**src/hw/rtl/rmts_pkg.sv**
```systemverilog
// Shared constants, codes and transfer types of the rate-monotonic tick scheduler.
`default_nettype none

package rmts_pkg;

    localparam int NUM_SLOTS = 16;
    localparam int TIME_BITS = 16;
    localparam int SLOT_W    = (NUM_SLOTS > 1) ? $clog2(NUM_SLOTS) : 1;
    localparam int TICK_W    = 32;

    localparam logic [1:0] KIND_LOAD    = 2'd0;
    localparam logic [1:0] KIND_TICK    = 2'd1;
    localparam logic [1:0] KIND_RESTART = 2'd2;

    typedef logic [TIME_BITS-1:0] time_t;
    typedef logic [SLOT_W-1:0]    slot_idx_t;

    typedef struct packed {
        logic      we;
        slot_idx_t addr;
        time_t     period;
        time_t     cost;
    } cfg_wr_t;

    typedef struct packed {
        logic      we;
        slot_idx_t addr;
        time_t     rem;
        time_t     phase;
    } run_wr_t;

    typedef struct packed {
        time_t period;
        time_t cost;
    } cfg_rd_t;

    typedef struct packed {
        time_t rem;
        time_t phase;
    } run_rd_t;

endpackage

`default_nettype wire

```
**src/hw/rtl/rmts_task_store.sv**
```systemverilog
// Slot memories: task configuration (period, cost) and run state (remaining work, phase).
`default_nettype none

module rmts_task_store
    import rmts_pkg::*;
(
    input  wire logic      clk,
    input  wire cfg_wr_t   cfg_wr,
    input  wire run_wr_t   run_wr,
    input  wire slot_idx_t rd_addr,
    output cfg_rd_t        cfg_rd,
    output run_rd_t        run_rd
);

    cfg_rd_t cfg_mem [NUM_SLOTS];
    run_rd_t run_mem [NUM_SLOTS];
    cfg_rd_t cfg_rd_reg;
    run_rd_t run_rd_reg;

    always_ff @(posedge clk)
    begin
        if (cfg_wr.we)
        begin
            cfg_mem[cfg_wr.addr] <= '{period: cfg_wr.period, cost: cfg_wr.cost};
        end
        cfg_rd_reg <= cfg_mem[rd_addr];
    end

    always_ff @(posedge clk)
    begin
        if (run_wr.we)
        begin
            run_mem[run_wr.addr] <= '{rem: run_wr.rem, phase: run_wr.phase};
        end
        run_rd_reg <= run_mem[rd_addr];
    end

    assign cfg_rd = cfg_rd_reg;
    assign run_rd = run_rd_reg;

endmodule

`default_nettype wire

```
**src/hw/rtl/rmts_sched_ctrl.sv**
```systemverilog
// Scheduler sequencer: task load, restart clear, slot scan, release, priority pick, phase advance and result.
`default_nettype none

module rmts_sched_ctrl
    import rmts_pkg::*;
(
    input  wire logic        clk,
    input  wire logic        rst_n,
    input  wire logic        start,
    input  wire logic [1:0]  kind,
    input  wire logic [3:0]  slot,
    input  wire logic [15:0] task_period,
    input  wire logic [15:0] task_cost,
    output logic             busy,
    output logic             done,
    output logic             busy_res,
    output logic [3:0]       running_slot,
    output logic [31:0]      tick_number,
    output cfg_wr_t          cfg_wr,
    output run_wr_t          run_wr,
    output slot_idx_t        rd_addr,
    input  wire cfg_rd_t     cfg_rd,
    input  wire run_rd_t     run_rd
);

    typedef enum logic [4:0] {
        ST_IDLE  = 5'b00001,
        ST_SCAN  = 5'b00010,
        ST_LAST  = 5'b00100,
        ST_FIN   = 5'b01000,
        ST_CLEAR = 5'b10000
    } state_t;

    localparam slot_idx_t LAST_IDX = SLOT_W'(NUM_SLOTS - 1);

    state_t                 state_reg, state_next;
    slot_idx_t              idx_reg, idx_next;
    logic                   pv_reg;
    slot_idx_t              pidx_reg;
    logic [NUM_SLOTS-1:0]   enabled_reg, enabled_next;
    logic                   have_reg, have_next;
    time_t                  best_reg, best_next;
    slot_idx_t              win_reg, win_next;
    time_t                  win_rem_reg, win_rem_next;
    time_t                  win_phase_reg, win_phase_next;
    logic [TICK_W-1:0]      tick_reg, tick_next;
    logic                   done_reg, done_next;
    logic                   busy_res_reg, busy_res_next;
    logic [3:0]             run_slot_reg, run_slot_next;
    logic [TICK_W-1:0]      tick_out_reg, tick_out_next;

    logic      accept;
    logic      load_ok;
    logic      en_p;
    time_t     rem0;
    time_t     phase_adv;
    time_t     phase_new;
    logic      cand;
    logic [TIME_BITS:0] phase_inc;

    assign accept  = start && (state_reg == ST_IDLE);
    assign load_ok = accept && (kind == KIND_LOAD) && (32'(slot) < NUM_SLOTS);

    // Release, candidate test and phase advance for the slot whose data just came back.
    always_comb
    begin
        en_p      = enabled_reg[pidx_reg];
        rem0      = (en_p && (run_rd.phase == '0)) ? cfg_rd.cost : run_rd.rem;
        phase_inc = {1'b0, run_rd.phase} + 1'b1;
        if (phase_inc[TIME_BITS] || (phase_inc[TIME_BITS-1:0] >= cfg_rd.period))
        begin
            phase_adv = '0;
        end
        else
        begin
            phase_adv = phase_inc[TIME_BITS-1:0];
        end
        phase_new = en_p ? phase_adv : run_rd.phase;
        cand      = pv_reg && en_p && (rem0 != '0) && (!have_reg || (cfg_rd.period < best_reg));
    end

    always_comb
    begin
        state_next     = state_reg;
        idx_next       = idx_reg;
        enabled_next   = enabled_reg;
        have_next      = have_reg;
        best_next      = best_reg;
        win_next       = win_reg;
        win_rem_next   = win_rem_reg;
        win_phase_next = win_phase_reg;
        tick_next      = tick_reg;
        done_next      = 1'b0;
        busy_res_next  = busy_res_reg;
        run_slot_next  = run_slot_reg;
        tick_out_next  = tick_out_reg;

        cfg_wr = '{we: load_ok, addr: SLOT_W'(slot),
                   period: TIME_BITS'(task_period), cost: TIME_BITS'(task_cost)};
        run_wr = '{we: 1'b0, addr: SLOT_W'(slot), rem: '0, phase: '0};

        if (cand)
        begin
            have_next      = 1'b1;
            best_next      = cfg_rd.period;
            win_next       = pidx_reg;
            win_rem_next   = rem0;
            win_phase_next = phase_new;
        end

        unique case (state_reg)
            ST_IDLE:
            begin
                if (load_ok)
                begin
                    run_wr.we = 1'b1;
                    enabled_next[SLOT_W'(slot)] = (TIME_BITS'(task_period) != '0);
                end
                if (accept && (kind == KIND_TICK))
                begin
                    state_next = ST_SCAN;
                    idx_next   = '0;
                    have_next  = 1'b0;
                end
                if (accept && (kind == KIND_RESTART))
                begin
                    state_next = ST_CLEAR;
                    idx_next   = '0;
                    tick_next  = '0;
                end
            end
            ST_SCAN:
            begin
                if (idx_reg == LAST_IDX)
                begin
                    state_next = ST_LAST;
                end
                else
                begin
                    idx_next = idx_reg + 1'b1;
                end
            end
            ST_LAST:
            begin
                state_next = ST_FIN;
            end
            ST_FIN:
            begin
                // The winner was already written back with its released work; charge one tick.
                if (have_reg)
                begin
                    run_wr = '{we: 1'b1, addr: win_reg, rem: win_rem_reg - 1'b1,
                               phase: win_phase_reg};
                end
                done_next     = 1'b1;
                busy_res_next = have_reg;
                run_slot_next = have_reg ? 4'(win_reg) : 4'd0;
                tick_out_next = tick_reg;
                tick_next     = tick_reg + 1'b1;
                state_next    = ST_IDLE;
            end
            ST_CLEAR:
            begin
                run_wr = '{we: 1'b1, addr: idx_reg, rem: '0, phase: '0};
                if (idx_reg == LAST_IDX)
                begin
                    state_next = ST_IDLE;
                end
                else
                begin
                    idx_next = idx_reg + 1'b1;
                end
            end
            default:
            begin
                state_next = ST_IDLE;
            end
        endcase

        if (pv_reg)
        begin
            run_wr = '{we: 1'b1, addr: pidx_reg, rem: rem0, phase: phase_new};
        end
    end

    always_ff @(posedge clk or negedge rst_n)
    begin
        if (!rst_n)
        begin
            state_reg    <= ST_IDLE;
            idx_reg      <= '0;
            pv_reg       <= 1'b0;
            pidx_reg     <= '0;
            enabled_reg  <= '0;
            have_reg     <= 1'b0;
            tick_reg     <= '0;
            done_reg     <= 1'b0;
        end
        else
        begin
            state_reg    <= state_next;
            idx_reg      <= idx_next;
            pv_reg       <= (state_reg == ST_SCAN);
            pidx_reg     <= idx_reg;
            enabled_reg  <= enabled_next;
            have_reg     <= have_next;
            tick_reg     <= tick_next;
            done_reg     <= done_next;
        end
    end

    always_ff @(posedge clk)
    begin
        best_reg      <= best_next;
        win_reg       <= win_next;
        win_rem_reg   <= win_rem_next;
        win_phase_reg <= win_phase_next;
        busy_res_reg  <= busy_res_next;
        run_slot_reg  <= run_slot_next;
        tick_out_reg  <= tick_out_next;
    end

    assign rd_addr      = idx_reg;
    assign busy         = (state_reg != ST_IDLE);
    assign done         = done_reg;
    assign busy_res     = busy_res_reg;
    assign running_slot = run_slot_reg;
    assign tick_number  = tick_out_reg;

endmodule

`default_nettype wire

```
**src/hw/rtl/rate_monotonic_tick_scheduler.sv**
```systemverilog
// A tick runs through the slot scan, then the LAST and FIN states, before done rises.
// Load transactions complete at the accept edge and leave busy low; no result is produced.
// Restart transactions hold busy while the run-state memory is cleared slot by slot.
// Ticks are accepted only after the previous tick finishes; loads every cycle while idle.
// One tick is handled at a time; done pulses for one cycle and the receiver cannot stall it.
// After rst_n all slots are disabled and the tick count is zero; memories need no clearing.
`default_nettype none

module rate_monotonic_tick_scheduler
    import rmts_pkg::*;
(
    input  wire logic        clk,
    input  wire logic        rst_n,
    input  wire logic        start,
    output logic             busy,
    input  wire logic [1:0]  kind,
    input  wire logic [3:0]  slot,
    input  wire logic [15:0] task_period,
    input  wire logic [15:0] task_cost,
    output logic             done,
    output logic             busy_res,
    output logic [3:0]       running_slot,
    output logic [31:0]      tick_number
);

    cfg_wr_t   cfg_wr;
    run_wr_t   run_wr;
    slot_idx_t rd_addr;
    cfg_rd_t   cfg_rd;
    run_rd_t   run_rd;

    rmts_sched_ctrl u_ctrl (
        .clk          (clk),
        .rst_n        (rst_n),
        .start        (start),
        .kind         (kind),
        .slot         (slot),
        .task_period  (task_period),
        .task_cost    (task_cost),
        .busy         (busy),
        .done         (done),
        .busy_res     (busy_res),
        .running_slot (running_slot),
        .tick_number  (tick_number),
        .cfg_wr       (cfg_wr),
        .run_wr       (run_wr),
        .rd_addr      (rd_addr),
        .cfg_rd       (cfg_rd),
        .run_rd       (run_rd)
    );

    rmts_task_store u_store (
        .clk     (clk),
        .cfg_wr  (cfg_wr),
        .run_wr  (run_wr),
        .rd_addr (rd_addr),
        .cfg_rd  (cfg_rd),
        .run_rd  (run_rd)
    );

endmodule

`default_nettype wire

```
**config.mk**
```make
export PLATFORM = sky130hd
export DESIGN_NAME = rate_monotonic_tick_scheduler
export DESIGN_NICKNAME = d
export VERILOG_FILES = /design/src/hw/rtl/rmts_pkg.sv /design/src/hw/rtl/rmts_task_store.sv /design/src/hw/rtl/rmts_sched_ctrl.sv /design/src/hw/rtl/rate_monotonic_tick_scheduler.sv
export SDC_FILE = /design/constraint.sdc
export NUM_CORES = 1
export LEC_CHECK = 0
export ABC_AREA = 1
export BUFFER_PORTS_ARGS = -buffer_cell sky130_fd_sc_hd__buf_2
export CELL_PAD_IN_SITES_DETAIL_PLACEMENT = 1
export CELL_PAD_IN_SITES_GLOBAL_PLACEMENT = 1
export CORE_MARGIN = 1.5
export CORE_UTILIZATION = 56
export DETAILED_ROUTE_END_ITERATION = 10
export PLACE_DENSITY_LB_ADDON = 0.1
export SLEW_MARGIN = 20
export SYNTH_ARGS = -nofsm -noshare
export SYNTH_HDL_FRONTEND = slang
export SYNTH_SLANG_ARGS = --single-unit
```
**constraint.sdc**
```tcl
create_clock -name clk -period 7.3 [get_ports clk]
set_clock_uncertainty 0.1 [all_clocks]
set_input_delay 0.365 -clock clk [delete_from_list [all_inputs] [get_ports clk]]
set_output_delay 0.365 -clock clk [all_outputs]
set_load 0.005 [all_outputs]
```
==> impl_metrics.ini <==
[sta]
final-hold-violation-count = 0
fin_crit_sh = 0.6378
finalSetupTns_ns = 0
finalWorstSetupSlack_ns = 2.644
relSlewSlack = 0.1872
maxSlewViolCount = 0
fmax_mhz = 214.8
setup_viol = 0
min_period_ns = 4.656
worst_pin_slew_ns = 1.219
rsz0062_at_grt = false
hold_ws_ns = 0.02206

[power_and_ir_drop]
p_leak_nw = 19.31
power.density_mw_per_mm2 = 374.6
irDropWorstVdd_uv = 346.9

[grt]
grt_pass1_vias = 34641
grt_pass1_wl_mm = 213.3
grt_max_degree = 213
grt_use_total = 0.3173
grt-ovfl-total = 0
antenna_found_initial = 1

[final_layout]
nNetsFinal = 3927
drive_gt1_frac = 0.1091
area_growth_syn_to_layout_pct = 12.79
antenna_cells = 0
final_cell_count_no_fill = 5106
largestRegisters = u_store.cfg_mem (512), u_store.run_mem (512)
final_core_util = 0.6410

[synth]
synthDistinctLibCells = 60
synth_area_leader_cell = edfxtp_1
synthTopCellsByArea = edfxtp_1 (67%), nor2_1 (5.0%), dfrtp_1 (3.2%)
synth_top_cell_area_share = 0.6747
synth_nets = 3825
synth-seq-cells = 1241
synth.avg_cell_area_sq_um = 13.22
netlist_area_sq_mm = 0.04954
netlist_instances = 3748
ys_warn_count = 0
yosysSeqAreaShare = 0.7329

[setup_path]
cp.required_ns = 7.67
path_class = reg2reg
crit_arrival_ns = 5.03
endpoint_kind = register
cp_max_fo = 16
start_kind = register

[drt]
wirelength_mm = 141.9
drt.antenna.violating_nets = 0
wl_per_cell_microns = 27.80
drc_errors = 0
drtIter0Drc = 3130
vias = 32610
firstDrtPassIters = 5
viasPerCell = 6.387

[floorplanning]
core_sq_mm = 0.08716
ios = 80
rows = 108
initial_core_util = 0.5684
fp.dieH_microns = 300.4
dieArea_sq_mm = 0.09026
fp.dieW_microns = 300.4

[placement]
dp_cells = 4837
hpwlAfterDp_mm = 74.45
pre_cts_ws_ns = 2.744
gp_congestion = 0.8391
io_buffers = 79

[clock_network]
post_cts_buffers = 0
clock-sinks = 1241
h-tree-depth = 4
numCtsBuffers = 132
cts_tree = yes
cts_root_buf = clkbuf_16
clk_path_buf_depth = 3
clkTransAtPathRegs_ns = 0.06
clk_latency_ns = 0.74
postCtsResizedCells = 0
postCtsHoldBufs = 34

[outcome]
status = completed

[job]
cap_violations = 0

[worst_hold_path]
hp-class = in2reg
critical path, stage by stage, from the launching register on:
cell and delay (ns):
dfxtp_1 0.43, nand3_2 0.13, nor2_2 0.16, nand4_2 0.14, nor3_4 0.28, inv_2 0.08
o21ai_0 0.22, o21ai_1 0.12, clkinv_1 0.08, ha_1 0.24, a21oi_1 0.17, o21a_1 0.15
o221a_2 0.20, nand4_1 0.80, o22ai_1 0.56, nand2_1 0.11, nand2_1 0.40
per-layer routing:
metal / part of all wire / GRT usage / routed length, microns
met4: 0.035 / 0.1277 / 5036
met3: 0.062 / 0.04683 / 8810
met5: 0.00011 / 0 / 15
met2: 0.51 / 0.5375 / 71700
met1: 0.40 / 0.4139 / 56360
synthesized netlist by cell type, drive strengths merged:
cell / instances
a211oi: 1
a21o: 1
a21oi: 42
a221oi: 1
a22o: 1
a2bb2oi: 1
a31o: 1
a31oi: 1
a32o: 2
and2: 1
and3: 1
buf: 56
clkbuf: 156
clkinv: 3
dfrtp: 63
dfstp: 1
dfxtp: 64
edfxtp: 1113
ha: 36
inv: 154
mux2i: 103
nand2: 370
nand3: 157
nand4: 21
nor2: 676
nor3: 35
nor4: 13
o211ai: 32
o21a: 2
o21ai: 331
o21bai: 2
o221a: 2
o221ai: 104
o22ai: 15
o31ai: 1
o32ai: 153
o41ai: 1
xnor2: 6
xor2: 25
power by group:
part           switching, mW  leakage [nW]  internal (mW)
clock                   2.69          2.04           3.85
combinational           3.77          5.52           1.66
sequential             0.553          11.7           8.40
total                   7.02          19.3           13.9
worst paths after layout:
path	start	end	slack [ns]	cells after the start
max	u_store.run_rd[0]	u_store.run_mem[4][14]	2.64	16
min	kind[0]	u_ctrl.have_reg	0.02	4
max reg2reg	u_store.run_rd[0]	u_store.run_mem[4][14]	2.64	16
min reg2reg	u_store.cfg_rd[17]	u_ctrl.best_reg[1]	0.38	0
max in group asynchronous	rst_n	u_ctrl.rd_addr[0]	6.15	3
min in group asynchronous	rst_n	u_ctrl.tick_reg[6]	0.24	3
area by class of cell:
type	instances	area [sq um]
clock buffer	182	3707
clock inverter	53	481.7
fill	8166	31290
inverter	157	599.3
multi-input combinational	2138	12040
sequential	1241	36320
tap	1155	1445
timing repair buffer	180	1284
stage by stage:
step	power, mW	area, sq um
floorplan	12.49	49540
CTS	20.94	55870
detailed placement	14.35	51340
finish	20.93	55870
global placement	14.00	51320
global route	21.72	55870
cells by family (layout without fill, tap and decap cells):
logic type               count (synthesis)  count (layout)  share of synthesized area
multiplexers                           103             103                    0.02081
AO/OA/AOI/OAI                          694             694                    0.09320
buffers and inverters                  369             572                    0.02983
XOR/XNOR                                31              31                   0.005632
AND/OR/NAND/NOR                       1274            1274                     0.1086
flip-flops                            1241            1241                     0.7329
adder cells (fa/ha/maj)                 36              36                   0.009092
layout by cell type (no fill, tap or decap), drive strengths merged, types with 21 or more instances in the layout:
| cell | n |
|---|---|
| dlygate4sd3 | 34 |
| nor2 | 676 |
| inv | 156 |
| o211ai | 32 |
| ha | 36 |
| mux2i | 103 |
| buf | 146 |
| nand3 | 157 |
| xor2 | 25 |
| dfrtp | 63 |
| nand2 | 370 |
| o21ai | 331 |
| dfxtp | 64 |
| o32ai | 153 |
| edfxtp | 1113 |
| clkbuf | 182 |
| a21oi | 42 |
| nand4 | 21 |
| nor3 | 35 |
| o221ai | 104 |
| clkinv | 42 |
Power figures use the tool's default switching activity.
